## config.mk

```make
export PLATFORM = sky130hd
export DESIGN_NAME = multiwire_bus_frame_receiver
export DESIGN_NICKNAME = d
export VERILOG_FILES = /design/src/mwbfr_pkg.sv /design/src/multiwire_bus_frame_receiver.sv /design/src/mwbfr_in_reg.sv /design/src/mwbfr_core.sv /design/src/mwbfr_out_reg.sv
export SDC_FILE = /design/constraint.sdc
export NUM_CORES = 1
export LEC_CHECK = 0
export BUFFER_PORTS_ARGS = -buffer_cell sky130_fd_sc_hd__clkbuf_2
export CAP_MARGIN = 20
export CORE_ASPECT_RATIO = 1.1
export CORE_UTILIZATION = 53
export CTS_CLUSTER_SIZE = 12
export DETAILED_ROUTE_END_ITERATION = 10
export GPL_ROUTABILITY_DRIVEN = 0
export PLACE_DENSITY = 0.76
export SYNTH_ARGS = -nofsm -noshare
export SYNTH_HDL_FRONTEND = slang
export SYNTH_SLANG_ARGS = --single-unit
export TNS_END_PERCENT = 5
```

## constraint.sdc

```tcl
create_clock -name clk -period 13.9 [get_ports clk]
set_input_delay 0.695 -clock clk [delete_from_list [all_inputs] [get_ports clk]]
set_output_delay 0.695 -clock clk [all_outputs]
set_load 0.02 [all_outputs]
```

## src/mwbfr_pkg.sv

```systemverilog
package mwbfr_pkg;

    localparam int MAX_WIRES   = 6;
    localparam int WIRE_W      = 6;
    localparam int CRC_W       = 11;
    localparam int ACC_W       = 16;
    localparam int CNT_W       = 3;
    localparam int CFG_W       = 3;
    localparam int VALUE_W     = 14;
    localparam int WIDTH_W     = 4;
    localparam int KIND_W      = 2;
    localparam int CODE_W      = 2;
    localparam int S_TDATA_W   = 8;
    localparam int M_TDATA_W   = 32;
    localparam int M_TUSER_W   = 2;

    localparam logic [CRC_W-1:0] CRC_POLY      = 11'h583;
    localparam logic [CFG_W-1:0] WIRES_DEFAULT = 3'd3;

    typedef enum logic [2:0] {
        PH_ACQUIRE = 3'b001,
        PH_READ    = 3'b010,
        PH_CRC     = 3'b100
    } phase_t;

    typedef enum logic [KIND_W-1:0] {
        EV_FULL     = 2'd0,
        EV_RESIDUAL = 2'd1,
        EV_DONE     = 2'd2,
        EV_ERROR    = 2'd3
    } event_kind_t;

    typedef enum logic [CODE_W-1:0] {
        ERR_NO_CHANGE = 2'd0,
        ERR_BAD_PRIO  = 2'd1,
        ERR_RANGE     = 2'd2
    } error_code_t;

    typedef struct packed {
        logic               valid;
        logic [WIRE_W-1:0]  wires;
    } item_t;

    typedef struct packed {
        logic                valid;
        event_kind_t         kind;
        logic [VALUE_W-1:0]  value;
        logic [WIDTH_W-1:0]  width;
        logic                crc_ok;
        error_code_t         code;
        logic [WIRE_W-1:0]   prio;
    } result_t;

    function automatic logic [WIRE_W-1:0] wire_mask(input logic [CFG_W-1:0] w);
        logic [WIRE_W-1:0] m;
        m = '0;
        for (int i = 0; i < WIRE_W; i++)
        begin
            if (i < int'(w))
                m[i] = 1'b1;
        end
        return m;
    endfunction

    function automatic logic [CNT_W-1:0] chunk_len(input logic [CFG_W-1:0] w);
        case (w)
            3'd2:    return 3'd7;
            3'd3:    return 3'd5;
            3'd4:    return 3'd3;
            3'd5:    return 3'd3;
            3'd6:    return 3'd2;
            default: return 3'd7;
        endcase
    endfunction

    function automatic logic [WIDTH_W-1:0] chunk_bits(input logic [CFG_W-1:0] w);
        case (w)
            3'd3, 3'd5: return 4'd14;
            default:    return 4'd11;
        endcase
    endfunction

    function automatic logic [CNT_W-1:0] end_flips(input logic [CFG_W-1:0] w);
        case (w)
            3'd2:    return 3'd3;
            3'd3:    return 3'd2;
            default: return 3'd1;
        endcase
    endfunction

    // (2^w - 1)^end_flips - 1
    function automatic logic [ACC_W-1:0] end_value(input logic [CFG_W-1:0] w);
        case (w)
            3'd2:    return 16'd26;
            3'd3:    return 16'd48;
            3'd4:    return 16'd14;
            3'd5:    return 16'd30;
            3'd6:    return 16'd62;
            default: return 16'd26;
        endcase
    endfunction

    function automatic logic [ACC_W-1:0] chunk_max(input logic [CFG_W-1:0] w);
        case (w)
            3'd3, 3'd5: return 16'd16384;
            default:    return 16'd2048;
        endcase
    endfunction

    // chunk_max + 2^(bits - 8)
    function automatic logic [ACC_W-1:0] chunk_limit(input logic [CFG_W-1:0] w);
        case (w)
            3'd3, 3'd5: return 16'd16448;
            default:    return 16'd2056;
        endcase
    endfunction

    function automatic logic [CRC_W-1:0] crc_entry(input logic [WIRE_W-1:0] idx,
                                                   input logic [CFG_W-1:0] w);
        logic [CRC_W-1:0] c;
        c = CRC_W'(idx);
        for (int i = 0; i < MAX_WIRES; i++)
        begin
            if (i < int'(w))
                c = c[0] ? ((c >> 1) ^ CRC_POLY) : (c >> 1);
        end
        return c;
    endfunction

endpackage

```

## src/multiwire_bus_frame_receiver.sv

```systemverilog
// channel   | signals                        | contents (low bit up)
// ----------+--------------------------------+------------------------------------------
// s_axis    | tvalid tready tdata[7:0]       | wire_bits[5:0], zero pad
// m_axis    | tvalid tready tdata[31:0] tuser| tdata: chunk_value[13:0] chunk_width[17:14]
//           |                                |   crc_ok[18] error_code[20:19]
//           |                                |   frame_priority[26:21]; tuser: event_kind
// cfg       | cfg_we cfg_wdata[2:0]          | wire_count
//
// One request per clock unless m_axis stalls; its result is registered in the output register.
// The wire-state register feeds one decode step (multiply-add, CRC table step, compares).
// Stalls on m_axis hold the output register and then the input register; tready drops
// only when both are full.
// Reset gives wire_count 3, acquire phase, all frame state cleared.
module multiwire_bus_frame_receiver (
    input  logic                            clk,
    input  logic                            rst_n,
    input  logic                            cfg_we,
    input  logic [mwbfr_pkg::CFG_W-1:0]     cfg_wdata,     // wire_count
    input  logic                            s_axis_tvalid,
    output logic                            s_axis_tready,
    input  logic [mwbfr_pkg::S_TDATA_W-1:0] s_axis_tdata,  // wire_bits
    output logic                            m_axis_tvalid,
    input  logic                            m_axis_tready,
    // chunk_value, chunk_width, crc_ok, error_code, frame_priority
    output logic [mwbfr_pkg::M_TDATA_W-1:0] m_axis_tdata,
    output logic [mwbfr_pkg::M_TUSER_W-1:0] m_axis_tuser   // event_kind
);
    import mwbfr_pkg::*;

    item_t   item;
    result_t result;
    logic    advance;

    mwbfr_in_reg u_in_reg (
        .clk           (clk),
        .rst_n         (rst_n),
        .s_axis_tvalid (s_axis_tvalid),
        .s_axis_tready (s_axis_tready),
        .s_axis_tdata  (s_axis_tdata),
        .advance       (advance),
        .item          (item)
    );

    mwbfr_core u_core (
        .clk       (clk),
        .rst_n     (rst_n),
        .cfg_we    (cfg_we),
        .cfg_wdata (cfg_wdata),
        .item      (item),
        .advance   (advance),
        .result    (result)
    );

    mwbfr_out_reg u_out_reg (
        .clk           (clk),
        .rst_n         (rst_n),
        .result        (result),
        .advance       (advance),
        .m_axis_tvalid (m_axis_tvalid),
        .m_axis_tready (m_axis_tready),
        .m_axis_tdata  (m_axis_tdata),
        .m_axis_tuser  (m_axis_tuser)
    );

endmodule

```

## src/mwbfr_in_reg.sv

```systemverilog
module mwbfr_in_reg (
    input  logic                         clk,
    input  logic                         rst_n,
    input  logic                         s_axis_tvalid,
    output logic                         s_axis_tready,
    input  logic [mwbfr_pkg::S_TDATA_W-1:0] s_axis_tdata,
    input  logic                         advance,
    output mwbfr_pkg::item_t             item
);
    import mwbfr_pkg::*;

    logic              valid_reg;
    logic              valid_next;
    logic [WIRE_W-1:0] wires_reg;
    logic              take;

    assign s_axis_tready = !valid_reg || advance;
    assign take          = s_axis_tvalid && s_axis_tready;
    assign valid_next    = take ? 1'b1 : (advance ? 1'b0 : valid_reg);

    always_ff @(posedge clk or negedge rst_n)
    begin
        if (!rst_n)
            valid_reg <= 1'b0;
        else
            valid_reg <= valid_next;
    end

    always_ff @(posedge clk)
    begin
        if (take)
            wires_reg <= s_axis_tdata[WIRE_W-1:0];
    end

    assign item.valid = valid_reg;
    assign item.wires = wires_reg;

endmodule

```

## src/mwbfr_core.sv

```systemverilog
module mwbfr_core (
    input  logic                          clk,
    input  logic                          rst_n,
    input  logic                          cfg_we,
    input  logic [mwbfr_pkg::CFG_W-1:0]   cfg_wdata,
    input  mwbfr_pkg::item_t              item,
    input  logic                          advance,
    output mwbfr_pkg::result_t            result
);
    import mwbfr_pkg::*;

    logic [CFG_W-1:0]  wires_cfg_reg;
    logic [CFG_W-1:0]  wires_cfg_next;
    phase_t            phase_reg, phase_next;
    logic [WIRE_W-1:0] prev_reg, prev_next;
    logic [WIRE_W-1:0] prio_reg, prio_next;
    logic [CRC_W-1:0]  crc_reg, crc_next;
    logic [ACC_W-1:0]  acc_reg, acc_next;
    logic [CNT_W-1:0]  cnt_reg, cnt_next;

    logic              fire;
    logic [WIRE_W-1:0] mask;
    logic [WIRE_W-1:0] bits;
    logic [WIRE_W-1:0] digit;
    logic [WIRE_W-1:0] crc_idx;
    logic [CRC_W-1:0]  crc_step;
    logic [21:0]       acc_prod;
    logic [ACC_W-1:0]  acc_new;
    logic [CNT_W-1:0]  cnt_new;
    logic [CNT_W-1:0]  len;
    logic [CNT_W-1:0]  len_crc;
    logic [WIDTH_W-1:0] nbits;

    assign fire    = item.valid && advance;
    assign mask    = wire_mask(wires_cfg_reg);
    assign bits    = item.wires & mask;
    assign digit   = bits ^ prev_reg;
    assign crc_idx = (bits ^ crc_reg[WIRE_W-1:0] ^ prio_reg) & mask;
    assign crc_step = (crc_reg >> wires_cfg_reg) ^ crc_entry(crc_idx, wires_cfg_reg);
    assign acc_prod = 22'(acc_reg) * 22'(mask);
    assign acc_new  = acc_prod[ACC_W-1:0] + ACC_W'(digit) - 16'd1;
    assign cnt_new  = cnt_reg + 3'd1;
    assign len      = chunk_len(wires_cfg_reg);
    assign len_crc  = (wires_cfg_reg == 3'd3) ? len - 3'd1 : len;
    assign nbits    = chunk_bits(wires_cfg_reg);

    // clamp the written wire count into 2..MAX_WIRES
    always_comb
    begin
        if (cfg_wdata < 3'd2)
            wires_cfg_next = 3'd2;
        else if (cfg_wdata > CFG_W'(MAX_WIRES))
            wires_cfg_next = CFG_W'(MAX_WIRES);
        else
            wires_cfg_next = cfg_wdata;
    end

    always_comb
    begin
        phase_next = phase_reg;
        prev_next  = prev_reg;
        prio_next  = prio_reg;
        crc_next   = crc_reg;
        acc_next   = acc_reg;
        cnt_next   = cnt_reg;
        result     = '0;

        if (fire)
        begin
            prev_next = bits;
            case (phase_reg)
                PH_READ, PH_CRC:
                begin
                    if (phase_reg == PH_READ)
                        crc_next = crc_step;
                    if (digit == '0)
                    begin
                        result.valid = 1'b1;
                        result.kind  = EV_ERROR;
                        result.code  = ERR_NO_CHANGE;
                        result.prio  = prio_reg;
                        phase_next   = PH_ACQUIRE;
                        acc_next     = '0;
                        cnt_next     = '0;
                    end
                    else
                    begin
                        acc_next = acc_new;
                        cnt_next = cnt_new;
                        if (phase_reg == PH_CRC)
                        begin
                            if (cnt_new == len_crc)
                            begin
                                result.valid  = 1'b1;
                                result.kind   = EV_DONE;
                                result.crc_ok = (acc_new == ACC_W'(crc_reg));
                                result.prio   = prio_reg;
                                phase_next    = PH_ACQUIRE;
                                acc_next      = '0;
                                cnt_next      = '0;
                            end
                        end
                        else if (cnt_new == end_flips(wires_cfg_reg)
                                 && acc_new == end_value(wires_cfg_reg))
                        begin
                            phase_next = PH_CRC;
                            acc_next   = '0;
                            cnt_next   = '0;
                        end
                        else if (cnt_new == len)
                        begin
                            acc_next     = '0;
                            cnt_next     = '0;
                            result.valid = 1'b1;
                            result.prio  = prio_reg;
                            if (acc_new >= chunk_limit(wires_cfg_reg))
                            begin
                                result.kind = EV_ERROR;
                                result.code = ERR_RANGE;
                                phase_next  = PH_ACQUIRE;
                            end
                            else if (acc_new >= chunk_max(wires_cfg_reg))
                            begin
                                result.kind  = EV_RESIDUAL;
                                result.value = VALUE_W'(acc_new - chunk_max(wires_cfg_reg));
                                result.width = nbits - 4'd8;
                                phase_next   = PH_CRC;
                            end
                            else
                            begin
                                result.kind  = EV_FULL;
                                result.value = acc_new[VALUE_W-1:0];
                                result.width = nbits;
                            end
                        end
                    end
                end
                default:
                begin
                    phase_next = PH_ACQUIRE;
                    if (bits != '0)
                    begin
                        if ((bits & (bits - 6'd1)) != '0)
                        begin
                            result.valid = 1'b1;
                            result.kind  = EV_ERROR;
                            result.code  = ERR_BAD_PRIO;
                        end
                        else
                        begin
                            prio_next  = bits;
                            crc_next   = '0;
                            acc_next   = '0;
                            cnt_next   = '0;
                            phase_next = PH_READ;
                        end
                    end
                end
            endcase
        end
    end

    always_ff @(posedge clk or negedge rst_n)
    begin
        if (!rst_n)
        begin
            wires_cfg_reg <= WIRES_DEFAULT;
            phase_reg     <= PH_ACQUIRE;
            prev_reg      <= '0;
            prio_reg      <= '0;
            crc_reg       <= '0;
            acc_reg       <= '0;
            cnt_reg       <= '0;
        end
        else if (cfg_we)
        begin
            // a new wire count drops any frame in progress
            wires_cfg_reg <= wires_cfg_next;
            phase_reg     <= PH_ACQUIRE;
            acc_reg       <= '0;
            cnt_reg       <= '0;
        end
        else
        begin
            phase_reg <= phase_next;
            prev_reg  <= prev_next;
            prio_reg  <= prio_next;
            crc_reg   <= crc_next;
            acc_reg   <= acc_next;
            cnt_reg   <= cnt_next;
        end
    end

    a_cnt_below_len: assert property (@(posedge clk) disable iff (!rst_n)
        cnt_reg < chunk_len(wires_cfg_reg))
        else $error("digit count reached chunk length");

    a_crc_holds_idle: assert property (@(posedge clk) disable iff (!rst_n)
        !fire |=> $stable(crc_reg))
        else $error("crc changed without an accepted request");

    a_read_prio_onehot: assert property (@(posedge clk) disable iff (!rst_n)
        (phase_reg == PH_READ || phase_reg == PH_CRC) |-> $onehot(prio_reg))
        else $error("frame in progress without a one-hot priority");

endmodule

```

## src/mwbfr_out_reg.sv

```systemverilog
module mwbfr_out_reg (
    input  logic                            clk,
    input  logic                            rst_n,
    input  mwbfr_pkg::result_t              result,
    output logic                            advance,
    output logic                            m_axis_tvalid,
    input  logic                            m_axis_tready,
    output logic [mwbfr_pkg::M_TDATA_W-1:0] m_axis_tdata,
    output logic [mwbfr_pkg::M_TUSER_W-1:0] m_axis_tuser
);
    import mwbfr_pkg::*;

    logic    valid_reg;
    logic    valid_next;
    result_t res_reg;

    assign advance    = !valid_reg || m_axis_tready;
    assign valid_next = result.valid ? 1'b1 : (m_axis_tready ? 1'b0 : valid_reg);

    always_ff @(posedge clk or negedge rst_n)
    begin
        if (!rst_n)
            valid_reg <= 1'b0;
        else if (advance)
            valid_reg <= valid_next;
    end

    always_ff @(posedge clk)
    begin
        if (advance && result.valid)
            res_reg <= result;
    end

    assign m_axis_tvalid = valid_reg;
    assign m_axis_tuser  = res_reg.kind;
    assign m_axis_tdata  = {5'd0, res_reg.prio, res_reg.code, res_reg.crc_ok,
                            res_reg.width, res_reg.value};

endmodule

```

# Word level (Yosys, flattened, before mapping)
# Index checks and enable logic that the tools add are counted.
[totals] ff_bits=85 inputBits=16 output_inout_bits=36 word_cells=225
[op_classes] addsub=7 n_mul=1 magnitude_cmp=10 eq_ne=18 shifts=1 mux=124 n_bitwise=20 n_reduce_logical=28
[op_table] op="16-bit two-way mux" n=27
[op_table] op="11-bit two-way mux" n=16
[op_table] op="14-bit two-way mux" n=8
[op_table] op="3-bit two-way mux" n=35
[op_table] op="19-bit two-way mux" n=3
[op_table] op="21-bit two-way mux" n=2
[op_table] op="18-bit two-way mux" n=2
[op_table] op="16-bit >= comparator" n=2
[op_table] op="15-bit two-way mux" n=2
[op_table] op="30-bit two-way mux" n=1
[op_table] op="4-bit inverter with 5-bit output" n=5
[op_table] op="8-bit two-way mux" n=3
[op_table] op="6-bit one-hot mux with 4 select lines" n=1
[op_table] op="6-bit bitwise AND" n=3
[op_table] op="6-bit two-way mux" n=3
[op_table] op="6-bit XOR" n=3
[op_table] op="16-bit by 6-bit adder with 16-bit output" n=1
[op_table] op="16-bit by 11-bit == test with 1-bit output" n=1
[op_table] op="16-bit == test" n=1
[op_table] op="16-bit by 6-bit multiplier with 16-bit output" n=1
[op_table] op="16-bit by 1-bit subtractor with 16-bit output (second input constant)" n=1
[op_table] op="14-bit subtractor" n=1
[op_table] op="1-bit two-way mux" n=13
[op_table] op="3-bit == test (second input constant)" n=4
[op_table] op="38 further kinds" n=70

# Logic depth before layout (Yosys ltp)
# Gate-level depths: netlist of run 1.
[depth] depth_word=43 mapped_depth=31 mapped_depth_nobuf=24

# Cells and area by module
# From an unflattened synthesis of run 1, not the netlist that was laid out.
[hier_totals] cells_unflattened=941 area_unflattened_um2=8495.6
[modules_own_cells] mod="mwbfr_core" instances=1 cells_per_inst=891 area_per_inst_um2=7288.2 seq_area_each_um2=1204.9
[modules_own_cells] mod="mwbfr_out_reg" instances=1 cells_per_inst=39 area_per_inst_um2=965.9 seq_area_each_um2=895.9
[modules_own_cells] mod="mwbfr_in_reg" instances=1 cells_per_inst=11 area_per_inst_um2=241.5 seq_area_each_um2=205.2

# Worst setup path after synthesis of run 1
# OpenSTA, ideal clock, no wires.
[synth_path] kind="register to register" start="reg u_core.wires_cfg_reg[2]" end="reg u_out_reg.res_reg, in the netlist u_out_reg.m_axis_tdata[17] (data pin)" setup_ns=0.141 t_arrival_ns=7.557 t_required_ns=13.759 path_slack_ns=6.202 stages_incl_launch_ff=29 path_buffers=9 period_less_slack_ns=7.698 cell_sequence="dfrtp_1 > buf_6 > clkbuf_1 > clkbuf_1 > clkbuf_1 > clkbuf_1 > clkbuf_1 > clkbuf_1 > nand2_1 > fa_1 > fa_1 > fa_1 > fa_1 > inv_1 > ha_1 > o21ai_0 > o21ai_0 > a21oi_1 > o211ai_1 > ha_1 > nand4_1 > or3_1 > nor4_1 > a2111oi_2 > nand2_1 > or4_1 > buf_2 > buf_6 > nor2_1"
[synth_via] elab_chain_len=12 elab_cells_between_ends=62 cone_classes="add/sub (3); mul (1); order compare (8); eq/ne (8); mux (34); bitwise (3); reduce/logical (5)"
[synth_lines] element="from (decl)" line="mwbfr_core.sv:12" rtl="logic [CFG_W-1:0] wires_cfg_reg;"
[synth_lines] element="from (signal assigned)" line="mwbfr_core.sv:178" rtl="wires_cfg_reg <= wires_cfg_next;"
[synth_lines] element="parallel branches: the longest is 12 deep, another holds 16-bit by 6-bit multiplier with 16-bit output"
[synth_lines] element="to (signal assigned)" line="mwbfr_out_reg.sv:31" rtl="res_reg <= result;"
[synth_lines] element="to (decl)" line="mwbfr_out_reg.sv:15" rtl="result_t res_reg;"
# Several ways; the timed one is not identified. The select of a mux whose other input is x is not followed.
# A chain may end at the register's enable or synchronous reset.

# Worst setup path in the final report of run 1
[layout_path] start="reg u_core.wires_cfg_reg[1]" end="reg u_out_reg.res_reg, in the netlist u_out_reg.m_axis_tdata[11] (data pin)"
[layout_via] elab_chain_len=13 elab_cells_between_ends=69 cone_classes="add/sub (3); mul (1); order compare (8); eq/ne (8); mux (41); bitwise (3); reduce/logical (5)"
[layout_lines] element="parallel branches: the longest is 13 deep, another holds 16-bit by 6-bit multiplier with 16-bit output"
# Several ways; the timed one is not identified. The select of a mux whose other input is x is not followed.

==> results of run 1 <==
==> worst min-delay path by stage <==
stage                           start                 endpoint  slack [ns]  cells after the start
floorplan                       rst_n        u_core.acc_reg[0]        0.40                      0
global placement    u_core.cnt_reg[2]        u_core.cnt_reg[2]        0.48                      1
detailed placement  u_core.cnt_reg[2]        u_core.cnt_reg[2]        0.49                      1
CTS                             rst_n  u_out_reg.m_axis_tvalid        0.49                      2
global route        u_core.cnt_reg[2]        u_core.cnt_reg[2]        0.50                      1
finish                          rst_n        u_core.crc_reg[2]        0.45                      2
==> power groups by stage <==
stage          logic, W  registers [W]  clock network (W)
2_1_floorplan  0.000886       0.000330                  0
3_3_place_gp    0.00120       0.000331                  0
3_5_place_dp    0.00123       0.000333                  0
4_1_cts         0.00124       0.000329           0.000249
5_1_grt         0.00139       0.000333           0.000257
6_report        0.00127       0.000329           0.000249
==> logic make-up (layout without fill, tap and decap cells) <==
logic type | after synthesis | after routing | share of synthesized area (%)
AND/OR/NAND/NOR | 293 | 293 | 17.7
XOR/XNOR | 83 | 83 | 10.0
other | 1 | 5 | 0.0443
buffers and inverters | 135 | 155 | 6.56
adder cells (fa/ha/maj) | 99 | 99 | 19.3
AO/OA/AOI/OAI | 194 | 194 | 15.6
multiplexers | 20 | 20 | 3.47
flip-flops | 85 | 85 | 27.2
==> worst max-delay path: cells and delay by family, from the launching register on <==
family          cells  cell delay, ns
compound gates      7            3.04
flops               1            0.53
buf+inv             2            0.57
simple gates        6            1.51
fa+ha+maj           6            2.87
==> cells in the mapped netlist (all sizes together) (20+ instances only) <==
cell    number
a21oi       37
a22o        21
and2        46
buf         20
clkbuf      29
dfrtp       47
edfxtp      35
fa          53
ha          46
inv         85
nand2       92
nand3       30
nor2        50
o21ai       55
xnor2       46
xor2        29
==> through the flow <==
stage / util, % / worst slack (ns)
3_3_place_gp: 56.0 / 5.43
5_1_grt: 58.1 / 4.75
3_5_place_dp: 56.0 / 5.33
2_1_floorplan: - / 6.20
6_report: 58.1 / 5.17
4_1_cts: 57.9 / 5.28
==> layout by cell type (no fill, tap or decap), types with 4 or more instances in the layout <==
cell / synthesis / layout
nand2_1: 92 / 92
inv_1: 85 / 85
o21ai_0: 53 / 53
fa_1: 53 / 53
xnor2_1: 46 / 46
ha_1: 46 / 46
dfrtp_1: 47 / 46
and2_1: 45 / 45
clkbuf_2: 0 / 44
nor2_1: 41 / 41
a21oi_1: 37 / 37
edfxtp_1: 35 / 35
nand3_1: 30 / 30
xor2_1: 28 / 28
a22o_1: 21 / 21
nor3_1: 16 / 16
o211ai_1: 9 / 9
nor2_2: 9 / 9
clkbuf_16: 0 / 9
mux2i_1: 8 / 8
buf_4: 8 / 8
nor2b_1: 7 / 7
a21o_1: 7 / 7
a211oi_1: 7 / 7
mux4_2: 7 / 7
or2_2: 6 / 6
a31oi_1: 6 / 6
nand2b_1: 6 / 6
nand4_1: 6 / 6
xnor3_1: 6 / 6
or3_1: 5 / 5
o31ai_1: 5 / 5
mux2_2: 5 / 5
conb_1: 1 / 5
o22ai_1: 4 / 4
a21boi_0: 4 / 4
and3_1: 4 / 4
==> area by class of cell <==
type	count	share of cell area (%)
clock buffers	10	2.51
clock inverters	6	0.797
inverters	86	3.54
multi-input cells	694	61.7
flip-flops and latches	85	25.3
well taps	200	2.75
repair buffers	53	3.38
==> routing by layer <==
layer,share of wire (%),track usage (%),wire length [microns]
met1,42,35.8,8850
met2,48,44.1,10100
met3,6.8,6.25,1440
met4,3.2,10.6,682
met5,0,0,0
==> flow_summary.ini, run 1 <==
[floorplan]
initial_core_util_pct = 54.0
die_area_sq_um = 16500
dieHeight_microns = 135
placement_rows = 48
core-area_sq_um = 15700
die_width_microns = 123
boundaryPins = 52

[critical_path]
critPathKind = reg -> reg
crit_path_start = u_core.wires_cfg_reg[1]
worst_path_most_repeated_cell = fa_1
crit_chain = buf_4 > a21o_1 > nand2_1 > fa_1 > fa_1 > fa_1 > fa_1 > inv_1 > ha_1 > o21ai_0 > o21ai_0 > a21oi_1 > o211ai_1 > ha_1 > nand4_1 > or3_1 > nor4_1 > a2111oi_2 > nand2_1 > or4_1 > a211oi_1
cp_max_fo = 58
ff2ff_path_depth = 21
worstPathArrival_ns = 8.90
endpoint = u_out_reg.m_axis_tdata[11]
regToRegEndpoint = u_out_reg.m_axis_tdata[11]
slowest_stage = or4_1
critical_path_required_ns = 14.06
r2r_start = u_core.wires_cfg_reg[1]
startpoint_type = register
r2r_slack_ns = 5.17
endpoint_kind = register
max_stage_delay_ns = 0.85

[synth]
synth_edf_count = 35
dominantRegCellSynth = dfrtp_1
yosysTopAreaCellShare_pct = 13.9
synth_area_leaders = dfrtp_1 (14%), fa_1 (13%), edfxtp_1 (12%)
async_reset_ff_share_pct = 58.8
synth_top_area_cell = dfrtp_1
ys_seq_elements = 85
seq_area_frac_synth_pct = 27.2
synthDistinctLibCells = 87
syn_avg_cell_area_sq_um = 9.30
syn_inst = 910
syn_area_sq_um = 8470
ys_warn_count = 0

[final_layout]
seqCellArea_sq_um = 2310
largest_register_ffs = 27
insertedDiodeCount = 0
final_cell_area_sq_um = 9110
fillers = 1349
drive_above_1_share_pct = 12.1
syn2layout_area_growth_pct = 7.60
multi_input_area_sq_um = 5620
layout.nets = 1044
final_cell_count_no_fill = 1134

[pwr]
p_seq_share_pct = 17.8
switching_share_pct = 50.4
p_clk_share_pct = 13.5
p_int_w = 0.000915
p_leak_nw = 3.99
pwr-share-comb_pct = 68.7
peakVddDrop_uv = 90.5
powerDensity_nw_per_um2 = 203
total_power_w = 0.00185
p_sw_w = 0.000931

[global_routing]
grt_overflow = 0
grt_pass1_wl_microns = 34800
gr-usage-all-layers_pct = 27.4
first_global_vias = 6775
grt_max_degree = 59
antenna_found_initial = 0

[route]
via_per_inst = 6.06
num_vias = 6877
routedWlPerCell_microns = 18.6
routed_wl_microns = 21100
drt_first_pass_iters = 8
ant_nets = 0
drc = 1
drt_iter0_drc = 681

[sta]
timing.setup.tns_ns = 0
fmaxAchievable_mhz = 114
post-route-period-util_pct = 62.8
rsz0062_at_grt = no
hold_viol_final = 0
drv_slew = 0
relSlewSlack_pct = 42.9
post-route-min-period_ns = 8.73
tightestPinTransition_ns = 0.850
whs_ns = 0.451
finClkSkew_ns = 0.00912
finalSetupViolCount = 0

[clock_tree]
post_cts_buffers = 0
htree_levels = 3
cts_resized = 0
clock_latency_ns = 0.35
cts_tree = done
cts_buffers = 9
cts_sinks = 85
clk_pin_slew_ns = 0.06
postCtsHoldBufs = 0
cts_max_path_buffers = 2
clockRootBuffer = clkbuf_16

[outcome]
run_status = finished, violations left
violations = design-rule violations

[placed_design]
dp_hpwl_microns = 15700
placed_area_sq_um = 8780
port_buffers = 44
place_inst = 1117

[min_path]
holdCritPathClass = in -> async

[job]
maxCapViolations = 0
Power figures use the tool's default switching activity.
==> run 2: changes to the inputs <==
--- a/config.mk
+++ b/config.mk
@@ -12,7 +12,7 @@
 export CTS_CLUSTER_SIZE = 12
 export DETAILED_ROUTE_END_ITERATION = 10
 export GPL_ROUTABILITY_DRIVEN = 0
-export PLACE_DENSITY = 0.76
+export PLACE_DENSITY = 0.79
 export SYNTH_ARGS = -nofsm -noshare
 export SYNTH_HDL_FRONTEND = slang
 export SYNTH_SLANG_ARGS = --single-unit
==> constraint.sdc (replaced) <==
create_clock -name clk -period 8 [get_ports clk]
set_input_delay 0.4 -clock clk [delete_from_list [all_inputs] [get_ports clk]]
set_output_delay 0.4 -clock clk [all_outputs]
set_load 0.02 [all_outputs]
==> flow_summary.ini, run 2 (same netlist as run 1, synthesis figures left out) <==
[outcome]
run_status = finished, violations left
violations = design-rule violations

[sta]
tightestPinTransition_ns = 0.806
hold_viol_final = 0
drv_slew = 0
whs_ns = 0.165
post-route-period-util_pct = 93.0
timing.setup.tns_ns = 0
rsz0062_at_grt = no
fmaxAchievable_mhz = 134
finalSetupViolCount = 0
finClkSkew_ns = 0.00800
relSlewSlack_pct = 45.9
post-route-min-period_ns = 7.44
worst_slack_ns = 0.557

[placed_design]
dp_hpwl_microns = 15800
place_worst_setup_slack_ns = 0.328
placed_area_sq_um = 8840
port_buffers = 44

[critical_path]
cp_max_fo = 33
critical_path_required_ns = 8.18
critPathKind = reg -> reg
endpoint_kind = register
max_stage_delay_ns = 0.69
startpoint_type = register
worstPathArrival_ns = 7.62
slowest_stage = dfstp_2
crit_chain = buf_4 > o211ai_1 > xnor2_1 > fa_1 > inv_1 > fa_1 > fa_1 > inv_1 > ha_1 > a211oi_2 > o211ai_1 > a41oi_1 > xnor2_2 > ha_1 > nor2_1 > o211ai_1 > nor3_1 > a31oi_1 > a2111oi_2 > nand2_1 > or4_1 > buf_4 > a211oi_1

[pwr]
pwr-share-comb_pct = 69.8
p_sw_w = 0.00161
switching_share_pct = 50.6
p_leak_nw = 4.02
powerDensity_nw_per_um2 = 347
peakVddDrop_uv = 163
p_seq_share_pct = 17.7
p_clk_share_pct = 12.5
total_power_w = 0.00319
p_int_w = 0.00157

[clock_tree]
cts_max_path_buffers = 2
clockRootBuffer = clkbuf_16
htree_levels = 3
postCtsHoldBufs = 0
clock_latency_ns = 0.35
clk_pin_slew_ns = 0.06
cts_buffers = 9
cts_sinks = 85
cts_tree = done

[floorplan]
die_area_sq_um = 16500
die_width_microns = 123
boundaryPins = 52
placement_rows = 48
initial_core_util_pct = 54.0
core-area_sq_um = 15700
dieHeight_microns = 135

[global_routing]
grt_overflow = 0
grt_max_degree = 51
first_global_vias = 6660
antenna_found_initial = 0
grt_pass1_wl_microns = 34100
gr-usage-all-layers_pct = 26.9

[route]
routed_wl_microns = 20900
routedWlPerCell_microns = 18.3
wl_met1_microns = 8570
highest_layer = met4
via_per_inst = 6.09
num_vias = 6958
wl_met3_microns = 1720
met2_length_microns = 10000
drt_iter0_drc = 749
ant_nets = 0
drc = 1
drt_first_pass_iters = 9

[final_layout]
mostFrequentLayoutCells = nand2_1 (91), inv_1 (85), o21ai_0 (53), fa_1 (53)
syn2layout_area_growth_pct = 8.33
insertedDiodeCount = 0
final_cell_area_sq_um = 9170
largest_register_ffs = 27
drive_above_1_share_pct = 13.4
fillers = 1291
final_common_cell = nand2_1
layout.nets = 1053

[min_path]
holdCritPathClass = in -> async

[job]
maxCapViolations = 0
## run 2: final cells by class
class,count,area (sq um),area share [%]
clock buffer,10,229,2.50
clock inverter,6,47.5,0.518
inverter,86,323,3.52
multi-input combinational,694,5640,61.5
sequential,85,2310,25.2
tap,200,250,2.73
timing repair buffer,62,375,4.09
## run 2: metrics by stage
stage | util, % | std cells
finish | 58.5 | 1143
CTS | 58.2 | 1141
detailed placement | 56.4 | 1125
global placement | 56.4 | 1125
floorplan | - | 914
global route | 58.5 | 1143
## run 2: layer usage
layer  global-route usage (%)  vias to the layer above
met3                     6.46                       50
met5                        0                        -
met4                     10.1                        0
met1                     35.7                     3378
met2                     42.5                      324
li1                         -                     3206
## run 2: what timing repair did
action | CTS | global route
buffers inserted | 0 | 1
resized for setup | 0 | 5
setup endpoints to repair | 0 | 18
## run 2: worst paths after layout
kind / endpoint / depth (start not counted) / start / slack [ns]
worst max-delay path: u_out_reg.m_axis_tdata[11] / 23 / u_core.wires_cfg_reg[1] / 0.56
worst min-delay path: u_core.crc_reg[2] / 2 / rst_n / 0.16
worst max register to register: u_out_reg.m_axis_tdata[11] / 23 / u_core.wires_cfg_reg[1] / 0.56
worst min register to register: u_core.cnt_reg[2] / 1 / u_core.cnt_reg[2] / 0.49
max in group asynchronous: u_core.wires_cfg_reg[2] / 2 / rst_n / 7.35
min in group clk: u_in_reg.wires_reg[4] / 1 / s_axis_tdata[4] / 0.22
## run 2: power groups by stage
| stage | registers (W) | logic [W] | clock network (W) |
|---|---|---|---|
| 3_3_place_gp | 0.000570 | 0.00208 | 0 |
| 4_1_cts | 0.000565 | 0.00213 | 0.000404 |
| 6_report | 0.000565 | 0.00222 | 0.000397 |
| 3_5_place_dp | 0.000573 | 0.00210 | 0 |
| 5_1_grt | 0.000571 | 0.00241 | 0.000420 |
| 2_1_floorplan | 0.000574 | 0.00154 | 0 |
## run 2: worst max-delay path: cells and delay by family, from the launching register on
family	cells	cell delay (ns)
buffers and inverters	4	0.75
AO/OA/AOI/OAI	8	2.29
XOR/XNOR	2	0.61
flip-flops	1	0.69
adder cells (fa/ha/maj)	5	2.03
AND/OR/NAND/NOR	4	0.89
